$ cat src/sv/efrt_pkg.sv
// Shared constants, codes and control structs for the explicit frame remap table.
// No dependencies; every other file imports this package.
`default_nettype none

package efrt_pkg;

    localparam int EFRT_TABLE_DEPTH   = 1024;
    localparam int EFRT_INVERSE_DEPTH = 4096;
    localparam int EFRT_FRAME_BITS    = 24;

    localparam int MODE_W   = 2;
    localparam int STATUS_W = 2;

    typedef logic [MODE_W-1:0]   t_mode;
    typedef logic [STATUS_W-1:0] t_status;

    localparam t_mode MODE_LOAD = 2'd0;
    localparam t_mode MODE_FWD  = 2'd1;
    localparam t_mode MODE_INV  = 2'd2;

    localparam t_status STAT_OK    = 2'd0;
    localparam t_status STAT_EMPTY = 2'd1;
    localparam t_status STAT_SPAN  = 2'd2;
    localparam t_status STAT_FULL  = 2'd3;

    // result source for a deferred beat
    typedef logic [1:0] t_sel;
    localparam t_sel SEL_PEND = 2'd0;
    localparam t_sel SEL_TAB  = 2'd1;
    localparam t_sel SEL_INV  = 2'd2;

    // walk counter operations
    typedef logic [2:0] t_walk;
    localparam t_walk WALK_HOLD = 3'd0;
    localparam t_walk WALK_ZERO = 3'd1;
    localparam t_walk WALK_TOP  = 3'd2;
    localparam t_walk WALK_INC  = 3'd3;
    localparam t_walk WALK_DEC  = 3'd4;

    typedef struct packed {
        logic  accept;
        logic  exec;
        logic  clr_en;
        logic  scat_rd;
        logic  fill_rd;
        logic  fill_init;
        t_walk walk_op;
    } t_cmd;

    typedef struct packed {
        logic item_imm;
        logic pend_build;
        logic walk_span_end;
        logic walk_zero;
    } t_sts;

endpackage

`default_nettype wire

$ cat src/sv/efrt_outq.sv
// Two-entry result queue between the datapath and the output channel.
// Depends on efrt_pkg.
`default_nettype none

module efrt_outq
    import efrt_pkg::*;
#(
    parameter int FRAME_BITS = EFRT_FRAME_BITS
) (
    input  wire logic                         i_clk,
    input  wire logic                         i_rst_n,
    input  wire logic                         i_push,
    input  wire logic signed [FRAME_BITS-1:0] i_mapped,
    input  wire t_status                      i_status,
    output logic                              o_full,
    output logic                              o_valid,
    input  wire logic                         i_ready,
    output logic signed [FRAME_BITS-1:0]      o_mapped,
    output t_status                           o_status
);

    logic signed [FRAME_BITS-1:0] r_mf [2];
    t_status                      r_st [2];
    logic                         r_wp;
    logic                         r_rp;
    logic [1:0]                   r_cnt;
    logic                         pop;

    assign pop      = o_valid && i_ready;
    assign o_valid  = (r_cnt != 2'd0);
    assign o_full   = (r_cnt == 2'd2);
    assign o_mapped = r_mf[r_rp];
    assign o_status = r_st[r_rp];

    always_ff @(posedge i_clk) begin
        if (!i_rst_n) begin
            r_wp  <= 1'b0;
            r_rp  <= 1'b0;
            r_cnt <= 2'd0;
        end else begin
            if (i_push) begin
                r_wp <= ~r_wp;
            end
            if (pop) begin
                r_rp <= ~r_rp;
            end
            if (i_push && !pop) begin
                r_cnt <= r_cnt + 2'd1;
            end else if (pop && !i_push) begin
                r_cnt <= r_cnt - 2'd1;
            end
        end
    end

    always_ff @(posedge i_clk) begin
        if (i_push) begin
            r_mf[r_wp] <= i_mapped;
            r_st[r_wp] <= i_status;
        end
    end

endmodule

`default_nettype wire

$ cat config.mk
export PLATFORM = sky130hd
export DESIGN_NAME = efrt_outq
export DESIGN_NICKNAME = d
export VERILOG_FILES = /design/src/sv/efrt_pkg.sv /design/src/sv/efrt_outq.sv
export SDC_FILE = /design/constraint.sdc
export NUM_CORES = 1
export LEC_CHECK = 0
export BUFFER_PORTS_ARGS = -buffer_cell sky130_fd_sc_hd__buf_2
export CORE_MARGIN = 2
export CORE_UTILIZATION = 55
export DETAILED_ROUTE_END_ITERATION = 10
export HOLD_SLACK_MARGIN = 0.08
export PLACE_DENSITY = 0.83
export SLEW_MARGIN = 20
export SYNTH_ARGS = -nofsm -noshare
export SYNTH_HDL_FRONTEND = slang
export SYNTH_SLANG_ARGS = --single-unit
$ cat constraint.sdc
create_clock -name i_clk -period 5.1 [get_ports i_clk]
set_input_delay 0.255 -clock i_clk [delete_from_list [all_inputs] [get_ports i_clk]]
set_output_delay 0.255 -clock i_clk [all_outputs]
set_load 0.01 [all_outputs]
==> Word level (Yosys, flattened, before mapping) <==
Memories as Yosys holds them, arrays and structs flattened. A register that Yosys moved wholly into a read port is not among the register bits.
Index checks and enable logic that the tools add are counted.
W data, S select, Z words.
{ "classes": {"addsub": 2, "eq_ne": 1, "mux": 8, "bitwise": 2, "reduce_logical": 7} }
{ "ops": {"columns": ["operator", "count"], "rows": [
  ["$mux W1", 6],
  ["$mux W2", 2],
  ["$reduce_bool A2 Y1", 2],
  ["$logic_and A1 B1 Y1", 3],
  ["$add A2 B1 Y2 const B", 1],
  ["$eq A2 B2 Y1 const B", 1],
  ["$logic_not A1 Y1", 2],
  ["$not A1 Y1", 2],
  ["$sub A2 B1 Y2 const B", 1]
]} }
{ "totals": {"register_bits": 4, "ramBits": 52, "output_inout_bits": 28, "elab_cells": 25, "memories": 2} }
{ "memory_table": {"columns": ["name", "depth", "word_bits", "read_ports", "rd_clocked_by_memory_dff", "wr", "line_no", "text"], "rows": [
  ["r_mf", 2, 24, 1, 1, 1, "efrt_outq.sv:22", "logic signed [FRAME_BITS-1:0] r_mf [2];"],
  ["r_st", 2, 2, 1, 1, 1, "efrt_outq.sv:23", "t_status r_st [2];"]
]} }

==> Logic depth before layout (Yosys ltp) <==
{ "logic_depth": {"depth_word": 5, "depth_mapped": 5, "mapped_depth_nobuf": 5} }

==> Worst setup path before layout <==
Ideal clock, no wire load.
{ "synth_path": {"path_type": "register to register", "start": "register r_wp", "end": "memory r_mf[0][0] in the netlist's numbering, enable pin", "setup_ps": 413, "arrival_time_ps": 1515, "path_slack_ps": 3172, "path_stages_with_launch": 2, "path_buffers": 0, "period_less_slack_ps": 1928, "cell_sequence": "dfxtp_1 nor2b_1"} }
{ "synth_rtl": {"columns": ["item", "line_no", "text"], "rows": [
  ["start: declaration", "efrt_outq.sv:24", "logic r_wp;"],
  ["start signal: assignment", "efrt_outq.sv:42", "r_wp <= ~r_wp;"],
  ["end: declaration", "efrt_outq.sv:22", null]
]} }
No word-level cell before the write port.

==> summary.txt <==
Setup path
  • Reg-to-Reg End: r_cnt[1]
  • R2R Setup Slk: 3.59 ns
  • Critical Path Sink Type: output pin
  • WP data arrival: between 1.5 and 2 ns
  • CP Max Fanout: 26
  • CP Class: reg -> out
  • Worst R2R Path Depth: 4
  • CP required: between 4 and 5 ns
  • Critical Path Sink: o_mapped[7]
  • Worst reg2reg startpoint: r_cnt[0]
  • Type of origin of the critical path: register

Synthesis
  • Top cell type's share of synthesized area: about three quarters
  • Synth top area cells: edfxtp_1, mux2_2, dfxtp_1
  • Post-synthesis net count: around 130
  • Synth Instances: between 100 and 150
  • Avg Cell Area, Syn: approximately 20 sq um
  • Sequential fraction of the synthesis area: between 70% and 80%
  • YS warnings: 0
  • Seq cells post-synth: 57
  • Syn Std Cell Area: 2090 sq um
  • Synth cell types: 16
  • Area leader, netlist: edfxtp_1

Global route
  • First-pass GRT wire length: ~4.9 mm
  • Vias in the first global route: 1115
  • Initial antenna violation count: 0
  • Largest net degree at the start of global routing: 28
  • Total GRT Usage: between 10% and 20%
  • Grt ovf: 0

Power and ir drop
  • Peak VDD IR: about 330 uV
  • Internal: about 860 uW
  • Switching share of power: a little over a quarter
  • Power density over cell area: between 400 and 500 nW/um^2
  • Total power: roughly 1.2 mW
  • Leak pwr: 0.984 nW
  • Clock power share: 27.4%
  • Comb power frac: about a fifth
  • Sequential Power Share: between 50 and 60%
  • P_sw: 307 uW

STA
  • Post-layout min period: between 1.5 and 2 ns
  • Slew Limit Fails: 0
  • Slew @ Worst Pin: between 0.6 and 0.7 ns
  • Final hold violations: 0
  • Setup TNS: 0 ns
  • Final setup viols: 0
  • Final setup skew: between 0.003 and 0.004 ns
  • WHS: approximately 0.12 ns
  • Slew headroom: around 60%
  • RSZ-0062 raised after global routing: no
  • Highest clock rate: roughly 550 MHz
  • Final setup margin: between 3 and 4 ns
  • Final worst-path cycle share: 35.9%

Final layout
  • Post-Layout Cell Count: around 220
  • Layout area overhead: 23.5%
  • Final net count: 200
  • Antenna Cells: 0
  • Finished Cell Area: ~2600 sq um
  • Final core utilization: around 71%
  • Layout cells sized above 1: between 50 and 60%

Clock tree
  • Clk pin slew, worst setup/hold paths: about 0.060 ns
  • Hold buffers post-CTS: 0
  • # resized after CTS: 0
  • Clk Latency, worst-skew pair: between 0.3 and 0.4 ns
  • Longest Clk Path Bufs: 2
  • Root buffer cell: clkbuf_8
  • # Post-CTS Setup Buffers: 0
  • CTS HTree Levels: 3
  • TritonCTS Buffers: 9
  • CTS Sinks: 57
  • CTS tree: done

Drt
  • Avg WL per Cell: between 10 and 15 microns
  • DR pass1 iterations: 4
  • Post-route ant nets: 0
  • 1st-iter DRT viols: 17
  • Vias: roughly 1100
  • WL final: approximately 3.2 mm
  • DR vias/cell: between 5 and 6
  • Drt drc: 0

Floorplan
  • Die Wd: ~66 microns
  • Core area: between 3000 and 4000 sq um
  • Total I/O pin count: 58
  • Die H: between 60 and 70 microns
  • # rows: 22
  • Die area: roughly 4300 sq um
  • Starting Density: a little under three fifths

Placement
  • DP Worst Slack: approximately 3.2 ns
  • Global placement routability congestion: approximately 0.65
  • Area of placed instances: approximately 2400 sq um
  • Placed insts: between 200 and 250
  • Buffers on Ports: 57
  • DPL Wire Length: 2.15 mm

Hold path
  • Hold path depth: 1
  • HP Class: in -> reg

Job
  • Number of max-cap violations: 0

Status
  • Status: completed
## critical path, stage by stage, from the launching register on
cell and delay, ns:
dfxtp_2 0.71, mux2_2 0.41, buf_2 0.14
## metal layers
layer / GRT usage, % / wire (microns) / vias up
met5: 0 / 0 / -
met4: 9.38 / 75 / 0
met3: 6.68 / 150 / 9
met2: 27.1 / 1730 / 35
met1: 18.3 / 1280 / 542
li1: - / - / 530
## synth_stat cells
master and number:
a21boi_1 1, and2_1 4, buf_2 2, buf_4 1, dfxtp_1 5, edfxtp_1 52, ha_1 1, mux2_2 26
nor2b_1 3, o21a_1 1, o21ai_0 1, o21ai_1 1, or2_2 1, or3_1 1, xnor2_1 2, xor2_1 1
## final cells by class
cell class	instances	area, sq um
Multi-Input combinational cell	43	417
Sequential cell	57	1660
Clock inverter	7	27.5
Fill cell	262	1080
Timing Repair Buffer	58	293
Tap cell	48	60.1
Clock buffer	9	124
## cells by family after synthesis
logic type	count (synthesis)	share of synthesized area [%]
flip-flops	57	79.4
multiplexers	26	14.0
AND/OR/NAND/NOR	9	2.69
AO/OA/AOI/OAI	4	1.20
XOR/XNOR	3	1.26
buffers and inverters	3	0.837
adder cells (fa/ha/maj)	1	0.598
## state kept, by name (all words and copies together), names as in the netlist, named ones only
| signal | cells |
|---|---|
| r_mf | 48 |
| r_st | 4 |
| r_cnt | 2 |
| r_rp | 1 |
| r_wp | 1 |
## worst min-delay path by stage
stage                 startpoint     endpoint  slack (ns)
floorplan            i_mapped[0]   r_mf[0][0]        0.35
global placement     i_mapped[3]   r_mf[0][3]        0.44
detailed placement   i_status[0]   r_st[0][0]        0.45
CTS                  i_mapped[5]   r_mf[1][5]        0.11
global route        i_mapped[15]  r_mf[0][15]        0.10
finish              i_mapped[15]  r_mf[0][15]        0.12
## cells in the final DEF, fill, tap and decap left out
cell type   n
a21boi_1    1
clkinv_1    6
o21ai_1     1
dfxtp_2     1
or2_2       1
edfxtp_1   52
mux2_2     26
dfxtp_1     4
and2_2      1
buf_2      57
xnor2_1     2
ha_1        1
clkinv_2    1
o21ai_0     1
xor2_1      1
nor2b_2     1
nor2b_1     2
clkbuf_8    9
or3_1       1
and2_1      3
buf_4       1
o21a_1      1
## power groups by stage
stage | Clock (mW) | Sequential, mW | Combinational (mW)
6_report | 0.319 | 0.598 | 0.249
5_1_grt | 0.349 | 0.606 | 0.269
4_1_cts | 0.327 | 0.600 | 0.256
3_5_place_dp | 0 | 0.609 | 0.255
3_3_place_gp | 0 | 0.603 | 0.245
2_1_floorplan | 0 | 0.572 | 0.198
Power figures use the tool's default switching activity.
