`config.mk`:
```
export PLATFORM = sky130hd
export DESIGN_NAME = efrt_ctrl
export DESIGN_NICKNAME = d
export VERILOG_FILES = /design/src/sv/efrt_pkg.sv /design/src/sv/efrt_ctrl.sv
export SDC_FILE = /design/constraint.sdc
export NUM_CORES = 1
export LEC_CHECK = 0
export ABC_AREA = 1
export BUFFER_PORTS_ARGS = -buffer_cell sky130_fd_sc_hd__clkbuf_2
export CORE_AREA = 2 2 39 41
export DETAILED_ROUTE_END_ITERATION = 16
export DIE_AREA = 0 0 41 43
export PLACE_DENSITY_LB_ADDON = 0.1
export SLEW_MARGIN = 5
export SYNTH_ARGS = -nofsm -noshare
export SYNTH_HDL_FRONTEND = slang
export SYNTH_SLANG_ARGS = --single-unit
```
`constraint.sdc`:
```
create_clock -name i_clk -period 3.8 [get_ports i_clk]
set_clock_uncertainty 0.2 [all_clocks]
set_input_delay 0.38 -clock i_clk [delete_from_list [all_inputs] [get_ports i_clk]]
set_output_delay 0.38 -clock i_clk [all_outputs]
set_load 0.01 [all_outputs]
```
`src/sv/efrt_pkg.sv`:
```
// Shared constants, codes and control structs for the explicit frame remap table.
// No dependencies; every other file imports this package.
`default_nettype none

package efrt_pkg;

    localparam int EFRT_TABLE_DEPTH   = 1024;
    localparam int EFRT_INVERSE_DEPTH = 4096;
    localparam int EFRT_FRAME_BITS    = 24;

    localparam int MODE_W   = 2;
    localparam int STATUS_W = 2;

    typedef logic [MODE_W-1:0]   t_mode;
    typedef logic [STATUS_W-1:0] t_status;

    localparam t_mode MODE_LOAD = 2'd0;
    localparam t_mode MODE_FWD  = 2'd1;
    localparam t_mode MODE_INV  = 2'd2;

    localparam t_status STAT_OK    = 2'd0;
    localparam t_status STAT_EMPTY = 2'd1;
    localparam t_status STAT_SPAN  = 2'd2;
    localparam t_status STAT_FULL  = 2'd3;

    // result source for a deferred beat
    typedef logic [1:0] t_sel;
    localparam t_sel SEL_PEND = 2'd0;
    localparam t_sel SEL_TAB  = 2'd1;
    localparam t_sel SEL_INV  = 2'd2;

    // walk counter operations
    typedef logic [2:0] t_walk;
    localparam t_walk WALK_HOLD = 3'd0;
    localparam t_walk WALK_ZERO = 3'd1;
    localparam t_walk WALK_TOP  = 3'd2;
    localparam t_walk WALK_INC  = 3'd3;
    localparam t_walk WALK_DEC  = 3'd4;

    typedef struct packed {
        logic  accept;
        logic  exec;
        logic  clr_en;
        logic  scat_rd;
        logic  fill_rd;
        logic  fill_init;
        t_walk walk_op;
    } t_cmd;

    typedef struct packed {
        logic item_imm;
        logic pend_build;
        logic walk_span_end;
        logic walk_zero;
    } t_sts;

endpackage

`default_nettype wire

```
`src/sv/efrt_ctrl.sv`:
```
// Controller: item acceptance and the clear / scatter / fill walk of the
// inverse build. Depends on efrt_pkg.
`default_nettype none

module efrt_ctrl
    import efrt_pkg::*;
(
    input  wire logic i_clk,
    input  wire logic i_rst_n,
    input  wire logic i_in_valid,
    output logic      o_in_ready,
    input  wire logic i_q_full,
    input  wire t_sts i_sts,
    output t_cmd      o_cmd
);

    localparam logic [2:0] S_IDLE     = 3'd0;
    localparam logic [2:0] S_EXEC     = 3'd1;
    localparam logic [2:0] S_CLEAR    = 3'd2;
    localparam logic [2:0] S_SCAT     = 3'd3;
    localparam logic [2:0] S_SCAT_END = 3'd4;
    localparam logic [2:0] S_FILL     = 3'd5;
    localparam logic [2:0] S_FILL_END = 3'd6;

    logic [2:0] r_state;
    logic [2:0] n_state;

    always_comb begin
        n_state    = r_state;
        o_in_ready = 1'b0;
        o_cmd      = '0;
        case (r_state)
            S_IDLE: begin
                o_in_ready   = !i_q_full;
                o_cmd.accept = i_in_valid && !i_q_full;
                if (o_cmd.accept && !i_sts.item_imm) begin
                    n_state = S_EXEC;
                end
            end
            S_EXEC: begin
                o_cmd.exec = 1'b1;
                if (i_sts.pend_build) begin
                    o_cmd.walk_op = WALK_ZERO;
                    n_state       = S_CLEAR;
                end else begin
                    n_state = S_IDLE;
                end
            end
            S_CLEAR: begin
                o_cmd.clr_en = 1'b1;
                if (i_sts.walk_span_end) begin
                    o_cmd.walk_op = WALK_TOP;
                    n_state       = S_SCAT;
                end else begin
                    o_cmd.walk_op = WALK_INC;
                end
            end
            S_SCAT: begin
                o_cmd.scat_rd = 1'b1;
                if (i_sts.walk_zero) begin
                    n_state = S_SCAT_END;
                end else begin
                    o_cmd.walk_op = WALK_DEC;
                end
            end
            S_SCAT_END: begin
                o_cmd.walk_op   = WALK_ZERO;
                o_cmd.fill_init = 1'b1;
                n_state         = S_FILL;
            end
            S_FILL: begin
                o_cmd.fill_rd = 1'b1;
                if (i_sts.walk_span_end) begin
                    n_state = S_FILL_END;
                end else begin
                    o_cmd.walk_op = WALK_INC;
                end
            end
            S_FILL_END: begin
                n_state = S_IDLE;
            end
            default: begin
                n_state = S_IDLE;
            end
        endcase
    end

    always_ff @(posedge i_clk) begin
        if (!i_rst_n) begin
            r_state <= S_IDLE;
        end else begin
            r_state <= n_state;
        end
    end

endmodule

`default_nettype wire

```
== After elaboration in Yosys (flattened, before gate mapping) ==
Index checks and enable logic that the tools add are counted.

* Bits in registers: 3
* Input port bits: 8

* Equality and inequality tests: 9
* Muxes and demuxes: 18
* Reductions and logical operators: 6

{| class="wikitable"
|+ Operators by type and width
! operator !! number
|-
| 3-bit case mux with 6 select lines || 1
|-
| 3-bit 2-to-1 mux || 5
|-
| 3-bit case mux with 5 select lines || 1
|-
| 1-bit 2-to-1 mux || 9
|-
| 2-bit != test, second input constant || 4
|-
| 3-bit by 2-bit == test with 1-bit output, second input constant || 2
|-
| 3-bit == test, second input constant || 2
|-
| 2-bit 2-to-1 mux || 2
|-
| 4-bit AND reduction || 1
|-
| 3-bit by 1-bit == test with 1-bit output, second input constant || 1
|-
| 3-bit logical NOT || 1
|-
| 1-bit logical AND || 2
|-
| 1-bit logical NOT || 2
|}

== Depth between registers and ports, before layout ==
Gate-level depths: netlist of run 1.

* Word-level depth: 5
* Depth in mapped cells: 7
* Depth with buffers taken out: 7

== Worst setup path before layout of run 1 ==
Ideal clock, no wire load.

* Kind: reg2out
* Start: reg r_state[2]
* End: out o_cmd[0] in the netlist's numbering
* Arrival: 0.921 ns
* Required time: 3.220 ns
* Slack: 2.299 ns
* Cell stages (with the launch flop): 8
* Buffers on the path: 0
* Cell sequence: dfxtp_1 inv_2 nand3_2 nand2_2 nand2_2 inv_2 nor2_1 nand2_1

{| class="wikitable"
|+ RTL lines
! item !! RTL line !! RTL
|-
| from (decl) || efrt_ctrl.sv:25 || <nowiki>logic [2:0] r_state;</nowiki>
|-
| from (signal assigned) || efrt_ctrl.sv:92 || <nowiki>r_state <= n_state;</nowiki>
|-
| to (decl) || efrt_ctrl.sv:14 || <nowiki>output t_cmd o_cmd</nowiki>
|}

==> run metrics, run 1 <==
number of I/O pins=18; number of nets still failing antenna checks after routing=0; post-detailed-placement half-perimeter wirelength=596 um; top cell type by total area after synthesis=dfxtp_1; switching part of the total=40.5%; Arrival @ worst endpoint=1.32 ns; share of the yosys chip area belonging to registers=19.9%; largest registers=r_state: 3 flops; sum of routed wire length over all layers=696 um; portion of the clock cycle consumed by the worst path in the final layout=50.1%; global routing usage summed across all routing layers=9.73%; power share of the combinational group=45.7%; Post-synth ARST share=0%; Reg2Reg Setup Slack=2.48 ns; Synth Net Count=62; Final GP Congestion=0.750; NumNets Final=84; final standard cell area without fillers=433 um^2; launch instance of the worst register-to-register path=r_state[2]; routed length per placed instance=7.65 um; Worst Setup End Kind=output port; Switch Pwr=0.0737 mW; leading post-synthesis cells by cell area=dfxtp_1, inv_1, nand2_1; sum of negative setup slack=0 ns; #FFs+latches synth=3; minimum clock period=1.90 ns; share of total power in sequential cells=23.7%; area of the core=1380 um^2; share of Yosys cell area claimed by the top area cell type=19.9%; Worst Setup SP=r_state[2]; primary flip-flop cell chosen by synthesis mapping=dfxtp_1; antenna violations before repair=0; capture point of the worst reg-to-reg path=r_state[1]; status=finished clean; Setup crit end=o_cmd[0]; most frequently used cell type in the post-synthesis netlist=inv_1; hold crit path type=in2reg; worst vdd rail ir drop=0.000164 V; count of antenna diodes in the layout=0; distinct cell type count after synthesis=14; area of the die=1760 um^2; Worst Tran Pin Value=0.287 ns; DRC violations left=0; highest clock rate=525 MHz; Post-CTS Setup Bufs=0; Slew Viols, Final=0; Crit Path Category=reg2out; Port Buf Inserts=17; Max Fanout on Critical Path=6; CTS root buf=clkbuf_4; CTS tree=done; Global Route met1 Usage=12.5%; Area growth, synth to finish=43.6%; number of synthesized flops with an enable pin=0; LEAKAGE=0.294 nW; die boundary height=43 um; Hold Path Cell Cnt=3; vias in the first global route=315; DR vias/cell=4.05; DRC marker count from the first detailed-route iteration=5; Critical Path Source Type=register; Clock Power Share=30.6%; count of final setup violators=0; gate count after technology mapping=54; max_cap viols=0; register with the highest flop count=r_state; count of instances resized after the clock tree is built=0; CTS clock-pin slew for the worst setup and hold paths=0.03 ns; setup repair after global routing missed its margin=no; number of hold violations in the final report=0; global-route wire length before repair=1.15 mm; required time worst endpoint=3.22 ns; sink count of the clock tree=3; number of buffers created by CTS=3; total number of vias=369; Std-Cell Rows=14; Pre-antenna DRT Iters=4; syn avg cell area=5.58 um^2; insertion delay of the later-clocked pin in the worst-skew pair=0.23 ns; Most Used Layer, Global Route=met2; met2 capacity usage during global routing=13.1%; total global routing overflow=0; netlist area before placement=302 um^2; global-route track usage on met3=2.09%; power density of the placed cells=421 nW/um^2; Yosys warning count=0; effective utilization at floorplan=21.8%; maximum clock insertion buffer count=2; headroom to the max-slew limit=80.8%; total number of H-tree levels=1; instance area at placement=407 um^2; FF-to-FF path depth=7; die width=41 um; largest net degree at the start of global routing=7; cts-stage hold buffer count=0; fraction of final layout cells with drive strength greater than 1=42.7%; leading post-synthesis cells by instance count=inv_1, nand2_1, nor2_1; design internal power=0.108 mW; max FFs per register=3
## logic make-up (layout without fill, tap and decap cells)
logic type,count (synthesis),after routing,share of synthesized area [%]
compound gates,5,5,9.13
buf+inv,16,37,19.9
flops,3,3,19.9
simple gates,30,30,51.0
## power groups by stage
stage	Sequential [mW]	Combinational [mW]	Clock, mW
floorplan	0.0426	0.0592	0
global placement	0.0440	0.0856	0
detailed placement	0.0436	0.0845	0
CTS	0.0431	0.0846	0.0601
global route	0.0441	0.0945	0.0602
finish	0.0432	0.0832	0.0557
## worst min path at each step
stage | from | end | slack, ns
global route | i_rst_n | r_state[1] | 0.22
floorplan | i_rst_n | r_state[2] | 0.31
CTS | i_rst_n | r_state[2] | 0.19
finish | i_rst_n | r_state[2] | 0.19
detailed placement | i_rst_n | r_state[2] | 0.43
global placement | i_rst_n | r_state[2] | 0.44
## critical path: stages, from the launching register on
cell,delay [ns]
dfxtp_1,0.47
inv_2,0.08
nand3_2,0.12
nand2_2,0.07
nand2_2,0.07
inv_2,0.04
nor2_1,0.07
nand2_1,0.05
clkbuf_2,0.12
## per-layer routing
layer	up-vias	routed length [um]
li1	203	-
met1	156	320
met2	10	332
met3	0	43
met4	0	0
met5	-	0
## layout by cell type (no fill, tap or decap), types with 2 or more instances in the layout
cell	count
nand3_1	2
nand2_2	4
inv_1	11
dfxtp_1	3
nand3_2	2
inv_2	5
clkbuf_2	17
nand2_1	10
a21oi_1	3
clkbuf_4	3
nor2_1	9
## cell type report
cell class / instances / area (um^2)
Fill cell: 163 / 951
Multi-Input combinational cell: 35 / 181
Timing Repair Buffer: 17 / 85.1
Sequential cell: 3 / 60.1
Inverter: 16 / 60.1
Clock buffer: 4 / 26.3
Tap cell: 16 / 20.0
## metrics by stage
stage / instances / hold slack [ns] / setup WS [ns] / utilization [%] / power [mW]
global placement: 87 / 0.442 / 2.12 / 29.4 / 0.130
floorplan: 54 / 0.312 / 2.30 / - / 0.102
finish: 91 / 0.194 / 1.90 / 31.3 / 0.182
detailed placement: 87 / 0.435 / 2.14 / 29.4 / 0.128
CTS: 91 / 0.186 / 1.88 / 31.3 / 0.188
global route: 91 / 0.223 / 1.77 / 31.3 / 0.199
Note: power is estimated with default switching activity, not from simulation.
==> run 2: changes to the inputs <==
clock period = 1.75 ns   (was 3.8 ns; I/O delays follow)
==> run 2 against run 1 <==
Critical path depth stayed put. Utilization is 0.90 points higher. Clock-buffer cell count stayed put. Sequential share of layout area is 0.17 points higher. Power is 120% higher. Global-route usage is 0.49 points lower. Die area stayed put. Sequential power is 120% higher. Critical path type unchanged. Non-clock buffer count is 1 higher. Sequential cell count stayed put. Combinational power is 120% higher. First-iteration DRC count stayed put.
==> run metrics, run 2 (synthesized netlist as in run 1, its figures left out) <==
status=finished clean; minimum clock period=1.62 ns; Reg2Reg Setup Slack=0.50 ns (-1.98 ns); largest registers=r_state: 3 flops; count of final setup violators=0 (unchanged); power density of the placed cells=894 nW/um^2 (+110%); sum of negative setup slack=0 ns (unchanged); hold_ws=0.0199 ns (-0.174 ns); Slew Viols, Final=0 (unchanged); NumNets Final=85 (+1.2%); total global routing overflow=0 (unchanged); capture point of the worst reg-to-reg path=r_state[1]; vias in the first global route=313 (-0.63%); routed length per placed instance=7.73 um (+1.0%); dpl cells=87 (unchanged); largest net degree at the start of global routing=7 (unchanged); WHS Endpoint=r_state[2]; LEAKAGE=0.299 nW (+1.7%); CTS clock-pin slew for the worst setup and hold paths=0.04 ns (about the same); number of hold violations in the final report=0 (unchanged); die boundary height=43 um (unchanged); die width=41 um (unchanged); number of I/O pins=18 (unchanged); max FFs per register=3 (unchanged); critical path's largest stage delay=0.41 ns (-0.06 ns); area of the die=1760 um^2 (unchanged); DRC violations left=0 (unchanged); post-detailed-placement half-perimeter wirelength=600 um (+0.67%); portion of the clock cycle consumed by the worst path in the final layout=92.6%; launch instance of the worst register-to-register path=r_state[0]; Hold Path Cell Cnt=3 (unchanged); DRC marker count from the first detailed-route iteration=5 (unchanged); global-route track usage on met3=1.57% (-0.52 points); hold crit path type=in2reg; worst vdd rail ir drop=0.000341 V (+110%); Most Used Layer, Global Route=met2; most frequent standard cell in the layout excluding fill and tap cells=clkbuf_2; insertion delay of the later-clocked pin in the worst-skew pair=0.23 ns (about the same); count of antenna diodes in the layout=0 (unchanged); Final GP Congestion=0.708 (-5.7%); post-layout instance count excluding filler cells=92 (+1.1%); source of the worst hold timing path=i_sts[0]; Port Buf Inserts=17 (unchanged); Global Route met1 Usage=12.2% (-0.28 points); max_cap viols=0 (unchanged); Crit Path Category=reg2out; maximum clock insertion buffer count=2 (unchanged); CTS root buf=clkbuf_4; setup repair after global routing missed its margin=no; total number of H-tree levels=1 (unchanged); sum of routed wire length over all layers=711 um (+2.2%); met2 capacity usage during global routing=13.1% (unchanged); pre-CTS setup slack=0.275 ns (-1.86 ns); sink count of the clock tree=3 (unchanged); area of the core=1380 um^2 (unchanged); Area growth, synth to finish=47.7%; Worst Tran Pin Value=0.203 ns (-0.0843 ns); antenna violations before repair=0 (unchanged); worst-path cell with the longest stage delay=dfxtp_2; number of buffers created by CTS=3 (unchanged); DR vias/cell=3.99 (-1.6%); required time worst endpoint=1.37 ns (-1.85 ns); fraction of final layout cells with drive strength greater than 1=44.7% (+2.1 points); most used cells in the layout excluding fill and tap cells=clkbuf_2, inv_1, nand2_1; Critical Path Source Type=register; Max Fanout on Critical Path=6 (unchanged); register with the highest flop count=r_state; total number of vias=367 (-0.54%); crit-path cells=inv_2 > nand3_2 > nand2_2 > nand2_2 > inv_2 > nor2_1 > nand2_1 > clkbuf_2; FF-to-FF path depth=6 (-1); global routing usage summed across all routing layers=9.24% (-0.49 points); global-route wire length before repair=1.12 mm (-1.8%); instance area at placement=407 um^2 (unchanged); post-route worst setup slack=0.130 ns (-1.77 ns); highest clock rate=617 MHz; Post-CTS Setup Bufs=0 (unchanged); Std-Cell Rows=14 (unchanged); Arrival @ worst endpoint=1.24 ns (-0.08 ns); layout filler cell count=163 (unchanged); effective utilization at floorplan=21.8% (unchanged); number of nets still failing antenna checks after routing=0 (unchanged); headroom to the max-slew limit=86.4% (+5.6 points); final standard cell area without fillers=445 um^2 (+2.9%); CTS tree=done; Worst Setup End Kind=output port; Pre-antenna DRT Iters=4 (unchanged)
run 2: cell types whose count changed in the layout (fill, tap and decap cells not counted):
cell           before  now
dfxtp_1             3    1
dfxtp_2             0    2
dlygate4sd3_1       0    1
run 2: final cells by class:
cell class                      instances  area [um^2]  share of cell area, %
Multi-Input combinational cell         35          181                   40.7
Timing Repair Buffer                   18         95.1                   21.3
Sequential cell                         3         62.6                   14.0
Inverter                               16         60.1                   13.5
Clock buffer                            4         26.3                   5.90
Tap cell                               16         20.0                   4.49
run 2: worst max-delay path, delay by kind of cell (launching register included):
family	cells	cell delay [ns]
flops	1	0.41
buf+inv	3	0.23
simple gates	5	0.40
run 2: metrics by stage:
stage	total power, mW	utilization [%]
after floorplan	0.221	-
after global placement	0.283	29.4
after detailed placement	0.279	29.4
after CTS	0.408	32.0
after global routing	0.432	32.2
final	0.398	32.2
run 2: power breakdown:
group | total [mW] | leakage (nW) | internal (mW) | switching, mW
clock network | 0.120 | 0.0150 | 0.0853 | 0.0342
logic | 0.183 | 0.259 | 0.0723 | 0.111
registers | 0.0953 | 0.0254 | 0.0806 | 0.0147
total | 0.398 | 0.299 | 0.238 | 0.160
run 2: worst max-delay path by stage:
stage | from | to
after global placement | r_state[2] | o_cmd[0]
final | r_state[2] | o_cmd[0]
after detailed placement | r_state[2] | o_cmd[0]
after floorplan | r_state[2] | o_cmd[0]
after global routing | r_state[2] | o_cmd[0]
after CTS | r_state[2] | o_cmd[0]
run 2: routing by layer:
layer / vias to the layer above / part of all wire (%)
met3: 0 / 4.6
li1: 207 / -
met5: - / 0
met2: 9 / 46
met4: 0 / 0
met1: 151 / 49
run 2: repair_timing:
action | CTS | global route
hold buffers | 1 | 0
endpoints found under the hold margin | 3 | 0
gates resized for setup | 0 | 2
setup endpoints to repair | 0 | 1
==> run 3: changes to the inputs <==
ABC_AREA = default   (was 1)
clock period = 1.3 ns   (was 1.75 ns; I/O delays follow)
==> run 3 against run 2 <==
The flow now finishes with violations (negative setup slack). Setup slack worse by 0.46 ns. Critical path depth down 4. Die area unchanged. Global-route usage is 2.8 points higher. Register-to-register slack got worse by 0.61 ns. Sequential power grew 71%. Clock-buffer cell count unchanged. Worst hold slack improved by 0.054 ns. Clock power is 40% higher. Utilization up 15 points. Critical endpoint is now o_cmd[8]. Highest routed layer is now met4.
==> run metrics, run 3 <==
Port Buf Inserts=17 (unchanged); number of nets still failing antenna checks after routing=0 (unchanged); dpl cells=76 (-13%); antenna violations before repair=0 (unchanged); leading post-synthesis cells by instance count=nor2_1, dfxtp_1, inv_1, nand2_1; die width=41 um (unchanged); total number of H-tree levels=1 (unchanged); minimum clock period=1.63 ns; CTS root buf=clkbuf_4; leading post-synthesis cells by cell area=dfxtp_1, buf_6, nor2_1; max_cap viols=0 (unchanged); area of the core=1380 um^2 (unchanged); post-route worst setup slack=-0.325 ns (-0.455 ns); gate count after technology mapping=39 (-28%); amount of wire on met3 after detailed routing=50 um (+52%); Slew Viols, Final=0 (unchanged); total number of vias=388 (+5.7%); Std-Cell Rows=14 (unchanged); most frequent standard cell in the layout excluding fill and tap cells=buf_6; Yosys warning count=0 (unchanged); maximum clock insertion buffer count=2 (unchanged); top metal layer carrying routed signals=met4; share of the yosys chip area belonging to registers=20.0% (+0.083 points); distinct cell type count after synthesis=25 (+11); Util after Layout=46.7% (+15 points); Worst Setup End Kind=output port; DRC marker count from the first detailed-route iteration=6 (+1); top cell type by total area after synthesis=dfxtp_1; Final GP Congestion=0.757 (+6.9%); DR vias/cell=4.46 (+12%); Reg2Reg Setup Slack=-0.11 ns (-0.61 ns); CTS clock-pin slew for the worst setup and hold paths=0.04 ns (about the same); power share of the combinational group=65.0% (+19 points); portion of the clock cycle consumed by the worst path in the final layout=125%; sum of routed wire length over all layers=974 um (+37%); number of buffers created by CTS=3 (unchanged); design internal power=0.597 mW (+150%); Worst Tran Pin Value=0.247 ns (+0.0436 ns); number of synthesized flops with an enable pin=0 (unchanged); post-layout instance count excluding filler cells=87 (-5.4%); share of total power in sequential cells=17.2% (-6.7 points); fraction of final layout cells with drive strength greater than 1=71.8% (+27 points); length of routed wiring on met1=380 um (+9.8%); switching part of the total=36.9% (-3.3 points); Synth Net Count=47 (-24%); area of the die=1760 um^2 (unchanged); total global routing overflow=0 (unchanged); global-route wire length before repair=1.37 mm (+22%); largest net degree at the start of global routing=8 (+1); Pre-antenna DRT Iters=4 (unchanged); number of I/O pins=18 (unchanged); post-detailed-placement half-perimeter wirelength=645 um (+7.5%); global routing usage summed across all routing layers=12.0% (+2.8 points); effective utilization at floorplan=21.7% (-0.090 points); die boundary height=43 um (unchanged); Switch Pwr=0.349 mW (+120%); max FFs per register=3 (unchanged); status=finished, violations left; vias in the first global route=329 (+5.1%); highest clock rate=615 MHz; LEAKAGE=0.287 nW (-4.1%); required time worst endpoint=0.97 ns (-0.40 ns); register with the highest flop count=r_state; Critical Path Source Type=register; Post-synth ARST share=0% (unchanged); setup repair after global routing missed its margin=yes; count of antenna diodes in the layout=0 (unchanged); most frequently used cell type in the post-synthesis netlist=nor2_1; power density of the placed cells=1460 nW/um^2 (+64%); routed length per placed instance=11.2 um (+45%); CTS tree=done; Max Fanout on Critical Path=5 (-1); number of hold violations in the final report=0 (unchanged); wire length on met2=523 um (+58%); Clock Power Share=17.8% (-12 points); DRC violations left=0 (unchanged); hold crit path type=in2reg; NumNets Final=80 (-5.9%); largest registers=r_state: 3 flops; netlist area before placement=300 um^2 (-0.41%); headroom to the max-slew limit=83.3% (-3.1 points); Area growth, synth to finish=115%; most used cells in the layout excluding fill and tap cells=buf_6, clkbuf_2, buf_4; share of Yosys cell area claimed by the top area cell type=20.0% (+0.083 points); violations in the final reports=negative setup slack; Crit Path Category=reg2out; syn avg cell area=7.70 um^2 (+38%); primary flip-flop cell chosen by synthesis mapping=dfxtp_1; Arrival @ worst endpoint=1.30 ns (+0.06 ns); worst vdd rail ir drop=0.000512 V (+50%); #FFs+latches synth=3 (unchanged); count of final setup violators=12 (+12); sink count of the clock tree=3 (unchanged); insertion delay of the later-clocked pin in the worst-skew pair=0.24 ns (about the same)
[run 3: through the flow]
stage | worst slack, ns | instance area [um^2] | power (mW) | TNS [ns] | hold slack, ns
2_1_floorplan | -0.131 | 322 | 0.457 | -0.249 | 0.0475
3_3_place_gp | -0.139 | 445 | 0.576 | -0.531 | 0.224
3_5_place_dp | -0.136 | 445 | 0.571 | -0.394 | 0.221
4_1_cts | -0.341 | 526 | 0.811 | -2.18 | 0.0737
5_1_grt | -0.371 | 647 | 1.01 | -2.79 | 0.112
6_report | -0.325 | 647 | 0.946 | -2.18 | 0.0736
[run 3: worst paths after layout]
kind | start | endpoint | cells past startpoint
max | r_state[2] | o_cmd[8] | 4
min | i_sts[3] | r_state[0] | 4
max reg2reg | r_state[2] | r_state[0] | 4
min reg2reg | r_state[0] | r_state[0] | 3
[run 3: area by class of cell]
cell class	count	area, um^2
fillers	143	737
repair buffers	31	262
multi-input cells	30	256
flip-flops and latches	3	71.3
clock buffers	4	26.3
well taps	16	20.0
inverters	3	11.3
[run 3: routing by layer]
layer  vias up  GRT usage (%)
met1       170           14.6
met4         0           14.0
met3         2              0
met2        17           16.6
met5         -              0
li1        199              -
[run 3: power by group through the flow]
stage / Combinational (mW) / Sequential (mW) / Clock (mW)
floorplan: 0.326 / 0.132 / 0
global placement: 0.427 / 0.149 / 0
detailed placement: 0.420 / 0.152 / 0
CTS: 0.478 / 0.159 / 0.174
global route: 0.658 / 0.169 / 0.185
finish: 0.614 / 0.163 / 0.168
[run 3: logic make-up (layout without fill, tap and decap cells)]
family          count (synthesis)  after routing  synth area share, %
flops                           3              3                 20.0
simple gates                   19             19                 39.2
buf+inv                         6             38                 13.8
mux                             1              1                 3.33
compound gates                 10             10                 23.8
[run 3: repair_timing]
item | 4_1_cts | 5_1_grt
gates resized for setup | 11 | 31
buffers inserted | 0 | 6
pin swaps | 5 | 7
setup endpoints to repair | 12 | 11
endpoints found under the hold margin | 3 | 0
hold buffers | 2 | 0
[run 3: critical path, cell delays in order (launching register included)]
cell and delay [ns]:
dfxtp_4 0.35, or3_4 0.38, nor2_4 0.09, and2_4 0.14, buf_6 0.09
